[config.mk]
export PLATFORM = sky130hd
export DESIGN_NAME = ssg_ctrl
export DESIGN_NICKNAME = d
export VERILOG_FILES = /design/src/ssg_pkg.sv /design/src/ssg_ctrl.sv
export SDC_FILE = /design/constraint.sdc
export NUM_CORES = 1
export LEC_CHECK = 0
export BUFFER_PORTS_ARGS = -buffer_cell sky130_fd_sc_hd__buf_4
export CAP_MARGIN = 20
export CORE_ASPECT_RATIO = 2
export CORE_MARGIN = 5
export CORE_UTILIZATION = 50
export DETAILED_ROUTE_END_ITERATION = 6
export PLACE_DENSITY = 0.7
export SKIP_LAST_GASP = 1
export SYNTH_ARGS = -nofsm -noshare
export SYNTH_HDL_FRONTEND = slang
export SYNTH_SLANG_ARGS = --single-unit
[constraint.sdc]
create_clock -name clk -period 7.7 [get_ports clk]
set_input_delay 1.54 -clock clk [delete_from_list [all_inputs] [get_ports clk]]
set_output_delay 1.54 -clock clk [all_outputs]
set_load 0.01 [all_outputs]
[src/ssg_pkg.sv]
// Shared types and constants for the stream start-code gate.
`default_nettype none

package ssg_pkg;

	// Transaction operation codes
	localparam logic OP_PUSH = 1'b0;
	localparam logic OP_PULL = 1'b1;

	// Sync mode codes; the spare code behaves as passthrough
	localparam logic [1:0] MODE_PASS     = 2'd0;
	localparam logic [1:0] MODE_VIDEO    = 2'd1;
	localparam logic [1:0] MODE_AC3      = 2'd2;
	localparam logic [1:0] MODE_PASS_ALT = 2'd3;

	// Configuration register indexes
	localparam int unsigned CFG_IDX_W  = 1;
	localparam int unsigned CFG_DATA_W = 12;
	localparam logic [CFG_IDX_W-1:0] CFG_SYNC_MODE    = 1'b0;
	localparam logic [CFG_IDX_W-1:0] CFG_SEARCH_LIMIT = 1'b1;

	// Field and state widths
	localparam int unsigned MODE_W  = 2;
	localparam int unsigned LIMIT_W = 12;
	localparam int unsigned SCAN_W  = 12;

	// Reset values
	localparam logic [LIMIT_W-1:0] SEARCH_LIMIT_RST = 12'd2048;
	localparam logic [31:0]        CODE_SHIFT_RST   = 32'hFFFF_FFFF;

	// Start codes
	localparam logic [31:0] VIDEO_SEQ_CODE = 32'h0000_01B3;
	localparam logic [15:0] AC3_SYNC_WORD  = 16'h0B77;
	localparam logic [2:0]  CODE_BYTES     = 3'd4;

	// Per-transaction result handed from the control stage to the output stage
	typedef struct packed {
		logic       from_ram;
		logic [7:0] code_byte;
		logic       out_valid;
		logic       synced;
		logic       overflow;
	} ssg_res_t;

endpackage

`default_nettype wire

[src/ssg_ctrl.sv]
// Scan and FIFO control: start-code search, pointers and counts, one transaction a cycle while commit is high.
`default_nettype none

module ssg_ctrl #(
	parameter int unsigned BUF_DEPTH = 4096
) (
	input  wire logic                         clk,
	input  wire logic                         arst_n,
	input  wire logic                         commit,
	input  wire logic                         op,
	input  wire logic [7:0]                   in_byte,
	input  wire logic [ssg_pkg::MODE_W-1:0]   sync_mode,
	input  wire logic [ssg_pkg::LIMIT_W-1:0]  search_limit,
	output logic                              ram_we,
	output logic      [$clog2(BUF_DEPTH)-1:0] ram_waddr,
	output logic      [7:0]                   ram_wdata,
	output logic                              ram_re,
	output logic      [$clog2(BUF_DEPTH)-1:0] ram_raddr,
	output ssg_pkg::ssg_res_t                 res
);

	import ssg_pkg::*;

	localparam int unsigned AW = $clog2(BUF_DEPTH);
	localparam int unsigned CW = $clog2(BUF_DEPTH + 1);
	localparam int unsigned SW = CW + 1;
	localparam int unsigned PW = AW + 1;
	localparam logic [AW-1:0] LAST_ADDR = AW'(BUF_DEPTH - 1);
	localparam logic [SW-1:0] DEPTH_S   = SW'(BUF_DEPTH);
	localparam logic [PW-1:0] DEPTH_P   = PW'(BUF_DEPTH);

	logic [31:0]       code_shift_q, code_shift_n;
	logic [SCAN_W-1:0] scan_count_q, scan_count_n;
	logic              sync_found_q, sync_found_n;
	logic [AW-1:0]     rd_ptr_q, rd_ptr_n;
	logic [AW-1:0]     wr_ptr_q, wr_ptr_n;
	logic [CW-1:0]     rel_count_q, rel_count_n;
	logic [2:0]        prefix_q, prefix_n;

	logic              passthru;
	logic [CW-1:0]     rel0;
	logic [SCAN_W-1:0] scan0;
	logic              sf0;
	logic              full0;
	logic [31:0]       cs_shift;
	logic [SCAN_W-1:0] scan1;
	logic [PW-1:0]     rd_sum;
	logic              we_c;
	logic              re_c;

	function automatic logic [AW-1:0] ptr_inc(input logic [AW-1:0] p);
		ptr_inc = (p == LAST_ADDR) ? '0 : p + AW'(1);
	endfunction

	// Next state and result for the transaction in the stage
	always_comb begin
		code_shift_n  = code_shift_q;
		rd_ptr_n      = rd_ptr_q;
		wr_ptr_n      = wr_ptr_q;
		prefix_n      = prefix_q;
		we_c          = 1'b0;
		re_c          = 1'b0;
		res           = '0;

		passthru = (sync_mode == MODE_PASS) || (sync_mode == MODE_PASS_ALT);

		// Release held bytes when passthrough is entered mid-search
		if (passthru && !sync_found_q) begin
			rel0  = rel_count_q + CW'(scan_count_q);
			scan0 = '0;
			sf0   = 1'b1;
		end else begin
			rel0  = rel_count_q;
			scan0 = scan_count_q;
			sf0   = sync_found_q;
		end

		full0    = ({1'b0, rel0} + SW'(scan0)) >= DEPTH_S;
		cs_shift = {code_shift_q[23:0], in_byte};
		scan1    = scan0 + SCAN_W'(1);
		rd_sum   = {1'b0, rd_ptr_q} + PW'(scan1 - SCAN_W'(2));

		rel_count_n  = rel0;
		scan_count_n = scan0;
		sync_found_n = sf0;

		if (op == OP_PULL) begin
			// Serve the head: start-code bytes first, then the store
			if (rel0 != '0) begin
				res.out_valid = 1'b1;
				rel_count_n   = rel0 - CW'(1);
				if (prefix_q != '0) begin
					unique case (prefix_q)
						3'd4:    res.code_byte = VIDEO_SEQ_CODE[31:24];
						3'd3:    res.code_byte = VIDEO_SEQ_CODE[23:16];
						3'd2:    res.code_byte = VIDEO_SEQ_CODE[15:8];
						3'd1:    res.code_byte = VIDEO_SEQ_CODE[7:0];
						default: res.code_byte = 8'h00;
					endcase
					prefix_n = prefix_q - 3'd1;
				end else begin
					res.from_ram = 1'b1;
					re_c         = 1'b1;
					rd_ptr_n     = ptr_inc(rd_ptr_q);
				end
			end
		end else if (sf0) begin
			// Aligned: append or drop on full
			code_shift_n = cs_shift;
			if (full0) begin
				res.overflow = 1'b1;
			end else begin
				we_c        = 1'b1;
				wr_ptr_n    = ptr_inc(wr_ptr_q);
				rel_count_n = rel0 + CW'(1);
			end
		end else if (sync_mode == MODE_VIDEO) begin
			// Video search: discard held bytes, queue the four code bytes
			code_shift_n = cs_shift;
			if (cs_shift == VIDEO_SEQ_CODE) begin
				wr_ptr_n     = rd_ptr_q;
				scan_count_n = '0;
				sync_found_n = 1'b1;
				rel_count_n  = CW'(CODE_BYTES);
				prefix_n     = CODE_BYTES;
			end
		end else begin
			// AC-3 search: hold the byte and look for the sync word
			if (full0) begin
				res.overflow = 1'b1;
			end else begin
				we_c         = 1'b1;
				wr_ptr_n     = ptr_inc(wr_ptr_q);
				code_shift_n = cs_shift;
				scan_count_n = scan1;
				if (cs_shift[15:0] == AC3_SYNC_WORD) begin
					if (scan1 >= SCAN_W'(2)) begin
						rd_ptr_n    = (rd_sum >= DEPTH_P) ? AW'(rd_sum - DEPTH_P)
						                                  : rd_sum[AW-1:0];
						rel_count_n = rel0 + CW'(2);
					end else begin
						rel_count_n = rel0 + CW'(scan1);
					end
					scan_count_n = '0;
					sync_found_n = 1'b1;
				end else if (scan1 >= search_limit) begin
					rel_count_n  = rel0 + CW'(scan1);
					scan_count_n = '0;
					sync_found_n = 1'b1;
				end
			end
		end

		res.synced = sync_found_n;
	end

	// Store port drive, qualified by the commit
	assign ram_we    = we_c & commit;
	assign ram_waddr = wr_ptr_q;
	assign ram_wdata = in_byte;
	assign ram_re    = re_c & commit;
	assign ram_raddr = rd_ptr_q;

	// Advance state on commit
	always_ff @(posedge clk or negedge arst_n) begin
		if (!arst_n) begin
			code_shift_q <= CODE_SHIFT_RST;
			scan_count_q <= '0;
			sync_found_q <= 1'b0;
			rd_ptr_q     <= '0;
			wr_ptr_q     <= '0;
			rel_count_q  <= '0;
			prefix_q     <= '0;
		end else if (commit) begin
			code_shift_q <= code_shift_n;
			scan_count_q <= scan_count_n;
			sync_found_q <= sync_found_n;
			rd_ptr_q     <= rd_ptr_n;
			wr_ptr_q     <= wr_ptr_n;
			rel_count_q  <= rel_count_n;
			prefix_q     <= prefix_n;
		end
	end

endmodule

`default_nettype wire

==> flow_metrics.tcl, run 1 <==
set metrics [dict create \
    worstSkewPairLatency_ns 0.36 \
    grt_pass1_vias 9198 \
    place_worst_setup_slack_ns 0.4891 \
    timing.critical_path.to_type "primary output" \
    detail_route.drc_violations 0 \
    wl_met2_mm 16.60 \
    globalRouteOverflowTotal 0 \
    worst_slew_margin_rel_pct 31.73 \
    initial_core_util_pct 50.42 \
    die_w_microns 104.5 \
    fillCellCount 1689 \
    synthesis.instances 1090 \
    total_setup_violations_reported_at_the_end_of_the_flow 0 \
    top_signal_layer_used "met4" \
    tritoncts.num_buffers 9 \
    met3_length_mm 1.960 \
    synth_xor_area_share_pct 3.926 \
    dpl.cell_count 1337 \
    grt_start_max_net_pins 59 \
    syn_area_per_cell_sq_um 8.187 \
    final_hold_viol_count 0 \
    timing.final.max_slew_violations 0 \
    grt_antenna_before_repair 0 \
    fmax_mhz 134.4 \
    number_of_input_and_output_port_buffers_inserted 68 \
    total_power_w 0.002710 \
    run_status "finished, final reports clean" \
    post_synth_mux_area_share_pct 4.711 \
    share_of_synthesized_registers_carrying_an_async_set_or_reset_pct 100.0 \
    synth_top_family_by_area "compound AO/OA/AOI/OAI gates" \
    place.gp.congestion 1.009 \
    accumulated_negative_setup_slack_ns 0 \
    multi_input_comb_area_sq_um 6197 \
    synth_seq_area_share_pct 21.93 \
    die_area_sq_um 20780 \
    synth-compound-area-share_pct 28.74 \
    final_cell_count_no_fill 1353 \
    synth_area_sq_um 8924 \
    cts_post_setup_buffers_inserted 0 \
    wirelength_mm 32.80 \
    synthAdderAreaFrac_pct 11.92 \
    grt_setup_unrepaired "no" \
    worst-slew-pin-transition_ns 1.016 \
    timing.clock.skew_ns 0.01137 \
    num_io_pins 72 \
    power.density_nw_per_um2 274.8 \
    cts_max_path_buffers 2 \
    detailedRoute.firstPassIterationCount 5 \
    layout_min_cycle_time_ns 7.440 \
    cts-root-buf "sky130_fd_sc_hd__clkbuf_16" \
    start_kind "input port" \
    die_y_microns 198.9 \
    post_synth_num_cell_types 104 \
    regArea_sq_um 1957 \
    cp_data_required_time_ns 6.16 \
    cts.reportedPaths.clkPinSlew_ns 0.07 \
    cts.htree.levels 3 \
    wl_per_cell_microns 24.24 \
    largest_voltage_drop_on_the_vdd_net_mv 0.2251 \
    drtIter0Drc 679 \
    worst-path-max-fanout 18 \
    dr_total_vias 9047 \
    yosys_most_used_dff "sky130_fd_sc_hd__dfrtp_1" \
    hp-class "reg2reg" \
    drt-vias-per-instance 6.687 \
    numClockSinks 77 \
    timing.critical_path.arrival_ns 5.90 \
    ys_seq_elements 77 \
    layout_worst_path_cycle_share_pct 96.62 \
    cts_tree "yes" \
    antenna_cells 0 \
    synth_enable_flop_cells 0 \
    wl_met1_mm 10.15 \
    areaGrowthSynthToFinish_pct 10.53 \
    ant_nets 0 \
    post-route-worst-setup-slack_ns 0.2603 \
    placeable_core_region_sq_um 17700 \
    synth-simple-area-share_pct 20.02 \
    final_layout_size_suffix_gt1_share_pct 19.82 \
    p_leak_nw 4.330 \
    place.detailed.hpwl_mm 25.84 \
    critical_path_start_end_classification "in2out" \
    gr-usage-all-layers_pct 31.40 \
    rows 69 \
    cts_hold_repair.buffers 0 \
    design.final.nets 1242 \
    cts_repair_resize_count 0 \
    fin_util_pct 55.73 \
    yosysWarnings 0 \
    grt_pass1_wl_mm 50.59 \
    drv.max_cap_violation_count 0 \
]
per-stage QoR:
stage	hold WS (ns)	cell area (sq um)
2_1_floorplan	0.4817	8931
3_3_place_gp	0.5022	9558
3_5_place_dp	0.5183	9558
4_1_cts	0.5361	9863
5_1_grt	0.5520	9863
6_report	0.5333	9863
cells in the mapped netlist (14+ instances only):
master	n	area [sq um]
sky130_fd_sc_hd__nor3_1	34	170.2
sky130_fd_sc_hd__nor2_1	58	217.7
sky130_fd_sc_hd__nand2_1	92	345.3
sky130_fd_sc_hd__and3_1	19	118.9
sky130_fd_sc_hd__dfrtp_1	53	1326
sky130_fd_sc_hd__o21ai_0	76	380.4
sky130_fd_sc_hd__a21oi_1	66	330.3
sky130_fd_sc_hd__mux2_2	28	315.3
sky130_fd_sc_hd__o211ai_1	14	105.1
sky130_fd_sc_hd__inv_1	95	356.6
sky130_fd_sc_hd__xnor2_1	27	236.5
sky130_fd_sc_hd__ha_1	77	963.4
sky130_fd_sc_hd__nand3_1	28	140.1
sky130_fd_sc_hd__nand4_1	14	87.58
sky130_fd_sc_hd__a22o_1	15	131.4
sky130_fd_sc_hd__buf_2	21	105.1
sky130_fd_sc_hd__buf_4	20	150.1
sky130_fd_sc_hd__dfstp_2	24	630.6
sky130_fd_sc_hd__a31oi_1	16	100.1
sky130_fd_sc_hd__clkbuf_1	24	90.09
per-layer routing:
metal / up-vias / GRT usage [%]
li1: 4106 / -
met1: 4318 / 28.17
met2: 429 / 56.25
met3: 194 / 5.911
met4: 0 / 32.37
met5: - / 0
path summary, 6_finish.rpt:
path / start / to / slack, ns / cells after the start
setup / recovery: sync_mode[0] / res[1] / 0.26 / 18
hold / removal: rel_count_q[3]$_DFFE_PN0P_ / rel_count_q[3]$_DFFE_PN0P_ / 0.53 / 1
setup reg to reg: rel_count_q[0]$_DFFE_PN0P_ / rel_count_q[12]$_DFFE_PN0P_ / 1.80 / 19
hold reg to reg: rel_count_q[3]$_DFFE_PN0P_ / rel_count_q[3]$_DFFE_PN0P_ / 0.53 / 1
max in group asynchronous: arst_n / prefix_q[2]$_DFFE_PN0P_ / 5.53 / 2
min in group asynchronous: arst_n / ram_raddr[1]$_DFFE_PN0P_ / 1.06 / 1
cells by family (layout without fill, tap and decap cells):
group	Yosys count	count (layout)
compound gates	346	346
buf+inv	168	216
simple gates	337	337
other cells	1	3
mux	38	38
xor+xnor	40	40
fa+ha+maj	83	83
flops	77	77
registers in the layout, summed over array words and instances, names as in the netlist:
register      count
code_shift_q     24
prefix_q          3
ram_raddr        12
ram_waddr        12
rel_count_q      13
scan_count_q     12
sync_found_q      1
where the power goes:
group / total [W] / internal (W) / switching, W
Clock: 0.000458 / 0.000257 / 0.000201
Sequential: 0.000750 / 0.000561 / 0.000189
Combinational: 0.00150 / 0.000625 / 0.000877
Total: 0.00271 / 0.00144 / 0.00127
final cells by class:
class	instances	share of cell area [%]
Multi-Input combinational cell	847	62.83
Inverter	97	3.691
Tap cell	213	2.702
Sequential cell	77	19.84
Clock buffer	9	2.283
Clock inverter	7	0.8119
Timing Repair Buffer	103	7.840
critical path, stage by stage:
cell	delay, ns
sky130_fd_sc_hd__buf_4	0.11
sky130_fd_sc_hd__ha_1	0.44
sky130_fd_sc_hd__nand2b_4	0.25
sky130_fd_sc_hd__nand2_1	0.15
sky130_fd_sc_hd__inv_1	0.17
sky130_fd_sc_hd__ha_1	0.30
sky130_fd_sc_hd__nand3_1	0.12
sky130_fd_sc_hd__xor2_1	0.18
sky130_fd_sc_hd__nor2_1	0.19
sky130_fd_sc_hd__ha_1	0.29
sky130_fd_sc_hd__a21o_1	0.17
sky130_fd_sc_hd__a2111oi_0	0.45
sky130_fd_sc_hd__o21ai_0	0.20
sky130_fd_sc_hd__a31o_2	0.28
sky130_fd_sc_hd__a31o_2	0.28
sky130_fd_sc_hd__a31oi_2	0.39
sky130_fd_sc_hd__o21ai_0	0.19
sky130_fd_sc_hd__buf_4	0.18
cells in the final DEF, fill, tap and decap left out, drive strengths merged, types with 13 or more instances in the layout:
cell,Yosys,final
a21o,13,13
a21oi,70,70
a22o,15,15
a31oi,17,17
and2,13,13
and3,19,19
buf,47,103
dfrtp,53,53
dfstp,24,24
ha,77,77
inv,97,102
mux2,29,29
nand2,92,92
nand3,29,29
nand4,14,14
nor2,60,60
nor3,34,34
o211ai,18,18
o21ai,83,83
o31ai,14,14
xnor2,27,27
xor2,13,13
No activity file was read; power rests on OpenSTA's default activity.
==> run 2: changes to the inputs <==
Settings changed: CTS_BUF_LIST set to sky130_fd_sc_hd__clkbuf_8 sky130_fd_sc_hd__clkbuf_16, MAX_ROUTING_LAYER set to met4.
==> flow_metrics.tcl, run 2 (same netlist as run 1, synthesis figures left out) <==
set metrics [dict create \
    tritoncts.num_buffers 9 \
    crit_buf_inv 3 \
    grt_pass1_wl_mm 50.91 \
    drtIter0Drc 721 \
    r2r_slack_ns 1.72 \
    globalRouteOverflowTotal 0 \
    grt_antenna_before_repair 0 \
    cts.htree.levels 3 \
    regArea_sq_um 1957 \
    cts_hold_repair.buffers 0 \
    detailedRoute.firstPassIterationCount 5 \
    largest-register "code_shift_q" \
    final_cell_count_no_fill 1353 \
    die_y_microns 198.9 \
    initial_core_util_pct 50.42 \
    slowest_delay_ns 0.44 \
    areaGrowthSynthToFinish_pct 10.98 \
    cp_data_required_time_ns 6.16 \
    cts_post_setup_buffers_inserted 0 \
    cts_tree "yes" \
    timing.clock.skew_ns 0.01272 \
    crit_start "sync_mode[0]" \
    fillCellCount 1669 \
    total_power_w 0.002756 \
    hp-class "reg2reg" \
    grt.busiest_layer "met2" \
    total_setup_violations_reported_at_the_end_of_the_flow 0 \
    worst_r2r_path_depth 19 \
    numClockSinks 77 \
    power.density_nw_per_um2 278.3 \
    grt_use_met3_pct 5.554 \
    cts_repair_resize_count 0 \
    post_dp_cell_area_sq_um 9550 \
    cts_max_path_buffers 2 \
    worst-slew-pin-transition_ns 0.9539 \
    timing.critical_path.arrival_ns 5.75 \
    timing.critical_path.to_type "primary output" \
    accumulated_negative_setup_slack_ns 0 \
    layout_worst_path_cycle_share_pct 94.66 \
    place.detailed.hpwl_mm 25.39 \
    crit_path_cell_trace "buf_4 > ha_1 > nand2b_4 > nand2_1 > inv_1 > ha_1 > nand3_1 > xor2_1 > nor2_1 > ha_1 > a21o_1 > a2111oi_0 > o21ai_0 > a31o_2 > a31o_2 > a31oi_2 > o21ai_0 > buf_4" \
    cp_num_cells 18 \
    worst_slew_margin_rel_pct 36.17 \
    cts.reportedPaths.clkPinSlew_ns 0.07 \
    wirelength_mm 32.87 \
    grt_pass1_vias 9066 \
    placeable_core_region_sq_um 17700 \
    timing.final.max_slew_violations 0 \
    grt_setup_unrepaired "no" \
    die_w_microns 104.5 \
    final_layout_size_suffix_gt1_share_pct 19.82 \
    grt_start_max_net_pins 62 \
    final_hold_viol_count 0 \
    rr_startpoint "rel_count_q[0]$_DFFE_PN0P_" \
    fmax_mhz 137.2 \
    number_of_input_and_output_port_buffers_inserted 68 \
    cts-root-buf "sky130_fd_sc_hd__clkbuf_16" \
    layout_min_cycle_time_ns 7.289 \
    detail_route.drc_violations 0 \
    largestRegisters "code_shift_q x24, rel_count_q x13" \
    path_delay_family "compound AO/OA/AOI/OAI gates" \
    num_io_pins 72 \
    cpMostUsedCell "sky130_fd_sc_hd__ha_1" \
    largest_voltage_drop_on_the_vdd_net_mv 0.2133 \
    critical_path_start_end_classification "in2out" \
    crit_end "res[1]" \
    worstReg2RegEnd "rel_count_q[12]$_DFFE_PN0P_" \
    grt.met1_usage_pct 30.68 \
    largest_register_ffs 24 \
    final_common_cell "sky130_fd_sc_hd__buf_4" \
    worst-path-max-fanout 14 \
    antenna_cells 0 \
    start_kind "input port" \
    p_leak_nw 4.347 \
    die_area_sq_um 20780 \
    fin_area_sq_um 9903 \
    run_status "finished, final reports clean" \
    dr_total_vias 8985 \
    critPathSlowestCell "sky130_fd_sc_hd__ha_1" \
    dpl.cell_count 1336 \
    gr-usage-all-layers_pct 32.66 \
    grtUsageMet2_pct 55.96 \
    multi_input_comb_area_sq_um 6197 \
    design.final.nets 1242 \
    drv.max_cap_violation_count 0 \
    drt-vias-per-instance 6.641 \
    worstSkewPairLatency_ns 0.37 \
    most-common-layout-cells "sky130_fd_sc_hd__buf_4 (102), sky130_fd_sc_hd__inv_1 (95), sky130_fd_sc_hd__nand2_1 (92), sky130_fd_sc_hd__ha_1 (77), sky130_fd_sc_hd__o21ai_0 (76)" \
    ant_nets 0 \
    place.gp.congestion 1.028 \
    rows 69 \
    wl_per_cell_microns 24.30 \
]
[run 2: cell count changes in the layout (fill, tap and decap cells not counted), sizes merged]
cell | before | now
inv | 102 | 100
buf | 103 | 102
clkbuf | 9 | 12
[run 2: layout make-up]
type	count	share of cell area, %
inverters	97	3.677
well taps	213	2.691
clock buffers	11	2.780
multi-input cells	847	62.58
repair buffers	103	7.808
flip-flops and latches	77	19.76
clock inverters	5	0.7075
[run 2: worst min-delay path by stage]
stage / startpoint / endpoint / cells past startpoint
after floorplan: rel_count_q[3]$_DFFE_PN0P_ / rel_count_q[3]$_DFFE_PN0P_ / 1
after global placement: rel_count_q[3]$_DFFE_PN0P_ / rel_count_q[3]$_DFFE_PN0P_ / 1
after detailed placement: rel_count_q[3]$_DFFE_PN0P_ / rel_count_q[3]$_DFFE_PN0P_ / 1
after CTS: rel_count_q[3]$_DFFE_PN0P_ / rel_count_q[3]$_DFFE_PN0P_ / 1
after global routing: rel_count_q[3]$_DFFE_PN0P_ / rel_count_q[3]$_DFFE_PN0P_ / 1
final: rel_count_q[3]$_DFFE_PN0P_ / rel_count_q[3]$_DFFE_PN0P_ / 1
[run 2: report_power, final]
group	switching, W	leakage [nW]	total [W]	internal [W]
clock	0.000206	0.170	0.000503	0.000297
combinational	0.000880	3.27	0.00150	0.000625
sequential	0.000187	0.908	0.000748	0.000561
[run 2: metrics by stage]
| stage | worst slack, ns | hold WS (ns) | util, % |
|---|---|---|---|
| final | 0.4108 | 0.5306 | 55.96 |
| after global routing | 0.08162 | 0.5546 | 55.96 |
| after CTS | 0.5669 | 0.5284 | 55.91 |
| after detailed placement | 0.5972 | 0.5092 | 53.96 |
| after global placement | 0.6465 | 0.5015 | 53.96 |
| after floorplan | 0.3011 | 0.4817 | - |
[run 2: routing by layer]
layer	vias up	routed length, microns
met5	-	0
met4	0	3748
li1	4108	-
met2	430	16530
met1	4252	10640
met3	195	1956
==> run 3: changes to the inputs <==
Settings changed: ABC_AREA set to 1.
==> flow_metrics.tcl, run 3 <==
set metrics [dict create \
    drtIter0Drc 698 \
    cts_hold_repair.buffers 0 \
    largest_register_ffs 24 \
    num_io_pins 72 \
    wl_per_cell_microns 20.43 \
    layout_worst_path_cycle_share_pct 89.20 \
    slowest_delay_ns 0.42 \
    timing.final.max_slew_violations 0 \
    run_status "finished, final reports clean" \
    syn_area_per_cell_sq_um 6.394 \
    synth_area_sq_um 9066 \
    most-common-layout-cells "sky130_fd_sc_hd__nand2_1 (359), sky130_fd_sc_hd__inv_1 (188), sky130_fd_sc_hd__nand3_1 (124), sky130_fd_sc_hd__nor2_1 (110), sky130_fd_sc_hd__buf_4 (86)" \
    die_w_microns 105.2 \
    synth_largest_area_cell "sky130_fd_sc_hd__nand2_1" \
    gr-usage-all-layers_pct 33.11 \
    cpMostUsedCell "sky130_fd_sc_hd__nand2_1" \
    largestRegisters "code_shift_q x24, rel_count_q x13" \
    final_hold_viol_count 0 \
    final_cell_count_no_fill 1682 \
    critPathSlowestCell "sky130_fd_sc_hd__ha_1" \
    cts.reportedPaths.clkPinSlew_ns 0.06 \
    die_area_sq_um 21090 \
    holdCritStartpoint "code_shift_q[12]$_DFFE_PN1P_" \
    largest-register "code_shift_q" \
    tritoncts.num_buffers 9 \
    ant_nets 0 \
    number_of_input_and_output_port_buffers_inserted 68 \
    total_setup_violations_reported_at_the_end_of_the_flow 0 \
    areaGrowthSynthToFinish_pct 9.992 \
    wirelength_mm 34.37 \
    layout_min_cycle_time_ns 6.868 \
    grt_pass1_vias 9923 \
    cp_data_required_time_ns 6.16 \
    largest_voltage_drop_on_the_vdd_net_mv 0.1903 \
    synth.most_common_cell "sky130_fd_sc_hd__nand2_1" \
    cts_max_path_buffers 2 \
    rr_startpoint "rel_count_q[0]$_DFFE_PN0P_" \
    top_cells_by_area_synth "sky130_fd_sc_hd__nand2_1 (15%), sky130_fd_sc_hd__dfrtp_1 (15%), sky130_fd_sc_hd__ha_1 (11%), sky130_fd_sc_hd__inv_1 (7.7%), sky130_fd_sc_hd__dfstp_2 (7.0%)" \
    r2r_slack_ns 2.86 \
    timing.critical_path.arrival_ns 5.33 \
    start_kind "input port" \
    antenna_cells 0 \
    cts_repair_resize_count 0 \
    grt_antenna_before_repair 0 \
    synthesis.instances 1418 \
    place.gp.congestion 1.018 \
    initial_core_util_pct 50.98 \
    yosys_most_used_dff "sky130_fd_sc_hd__dfrtp_1" \
    grt_pass1_wl_mm 53.13 \
    worst_slew_margin_rel_pct 25.77 \
    detailedRoute.firstPassIterationCount 5 \
    synth.cells.most_frequent "sky130_fd_sc_hd__nand2_1 (359), sky130_fd_sc_hd__inv_1 (187), sky130_fd_sc_hd__nand3_1 (124), sky130_fd_sc_hd__nor2_1 (110), sky130_fd_sc_hd__o21ai_0 (84)" \
    post_synth_num_cell_types 54 \
    worstHoldPathCells 2 \
    dr_total_vias 9841 \
    die_y_microns 200.4 \
    path_delay_family "simple AND/OR/NAND/NOR gates" \
    worstSkewPairLatency_ns 0.37 \
    numClockSinks 77 \
    timing.clock.skew_ns 0.01527 \
    design.final.nets 1571 \
    cts_post_setup_buffers_inserted 0 \
    dpl.cell_count 1665 \
    hp-class "reg2reg" \
    ys_seq_elements 77 \
    fin_area_sq_um 9972 \
    timing.critical_path.to_type "primary output" \
    p_leak_nw 5.238 \
    power.density_nw_per_um2 316.5 \
    final_layout_size_suffix_gt1_share_pct 14.36 \
    synth_seq_area_share_pct 21.58 \
    grt_setup_unrepaired "no" \
    final_common_cell "sky130_fd_sc_hd__nand2_1" \
    post_dp_cell_area_sq_um 9648 \
    globalRouteOverflowTotal 0 \
    worst-path-max-fanout 25 \
    worstReg2RegEnd "rel_count_q[5]$_DFFE_PN0P_" \
    share_of_synthesized_registers_carrying_an_async_set_or_reset_pct 100.0 \
    critical_path_start_end_classification "in2out" \
    rows 69 \
    grt_start_max_net_pins 78 \
    worst-slew-pin-transition_ns 1.103 \
    synth_enable_flop_cells 0 \
    placeable_core_region_sq_um 17780 \
    cts-root-buf "sky130_fd_sc_hd__clkbuf_16" \
    accumulated_negative_setup_slack_ns 0 \
    drv.max_cap_violation_count 0 \
    fillCellCount 1836 \
    hold_path_end "code_shift_q[12]$_DFFE_PN1P_" \
    fmax_mhz 145.6 \
    detail_route.drc_violations 0 \
    worst_r2r_path_depth 27 \
    cts.htree.levels 3 \
    synth_top_area_share_pct 14.86 \
    drt-vias-per-instance 5.851 \
    cts_tree "yes" \
    crit_buf_inv 6 \
    yosysWarnings 0 \
    place.detailed.hpwl_mm 26.94 \
]
==> run 3: worst max-delay path by stage <==
stage                       from     end  slack, ns  cells past startpoint
floorplan           sync_mode[1]  res[1]       1.31                     25
global placement    sync_mode[0]  res[1]       0.98                     25
detailed placement  sync_mode[0]  res[1]       0.94                     25
CTS                 sync_mode[0]  res[1]       0.92                     25
global route        sync_mode[1]  res[1]       0.57                     27
finish              sync_mode[0]  res[1]       0.83                     25
==> run 3: cells by family after synthesis <==
logic type,after synthesis,share of synthesized area [%]
other,1,0.04136
XOR/XNOR,37,3.823
adder cells (fa/ha/maj),81,11.51
AO/OA/AOI/OAI,254,16.00
AND/OR/NAND/NOR,706,34.67
flip-flops,77,21.58
buffers and inverters,262,12.38
==> run 3: final cells by class <==
cell class | instances | area (sq um) | area share [%]
Tap cell | 213 | 266.5 | 2.673
Clock inverter | 6 | 46.29 | 0.4642
Multi-Input combinational cell | 1081 | 5998 | 60.15
Timing Repair Buffer | 87 | 673.1 | 6.750
Clock buffer | 10 | 250.2 | 2.509
Sequential cell | 77 | 1957 | 19.62
Inverter | 208 | 780.7 | 7.829
==> run 3: metal layers <==
layer / wire length (microns) / share of wire [%] / vias up / global-route usage [%]
met4: 3175 / 9.2 / 0 / 26.43
met2: 17440 / 51 / 368 / 56.81
li1: - / - / 4734 / -
met5: 0 / 0 / - / -
met3: 1681 / 4.9 / 170 / 4.281
met1: 12070 / 35 / 4569 / 32.78
==> run 3: tightest hold or removal path: cells and delay by family (launching register included) <==
kind | cells | cell delay, ns
AO/OA/AOI/OAI | 1 | 0.06
flip-flops | 1 | 0.37
AND/OR/NAND/NOR | 1 | 0.05
==> run 3: where the power goes <==
part	switching (W)	total, W	leakage, nW	internal (W)
Combinational	0.00131	0.00201	4.20	0.000700
Clock	0.000193	0.000434	0.151	0.000240
Sequential	0.000168	0.000714	0.885	0.000547
==> run 3: metrics by stage <==
stage | util [%] | hold slack, ns | power (W) | worst slack, ns
3_5_place_dp | 54.25 | 0.4763 | 0.002674 | 0.9382
4_1_cts | 55.92 | 0.4865 | 0.003130 | 0.9221
2_1_floorplan | - | 0.4537 | 0.002025 | 1.307
6_report | 56.07 | 0.4795 | 0.003156 | 0.8317
3_3_place_gp | 54.25 | 0.4635 | 0.002666 | 0.9753
5_1_grt | 56.07 | 0.5141 | 0.003411 | 0.5740
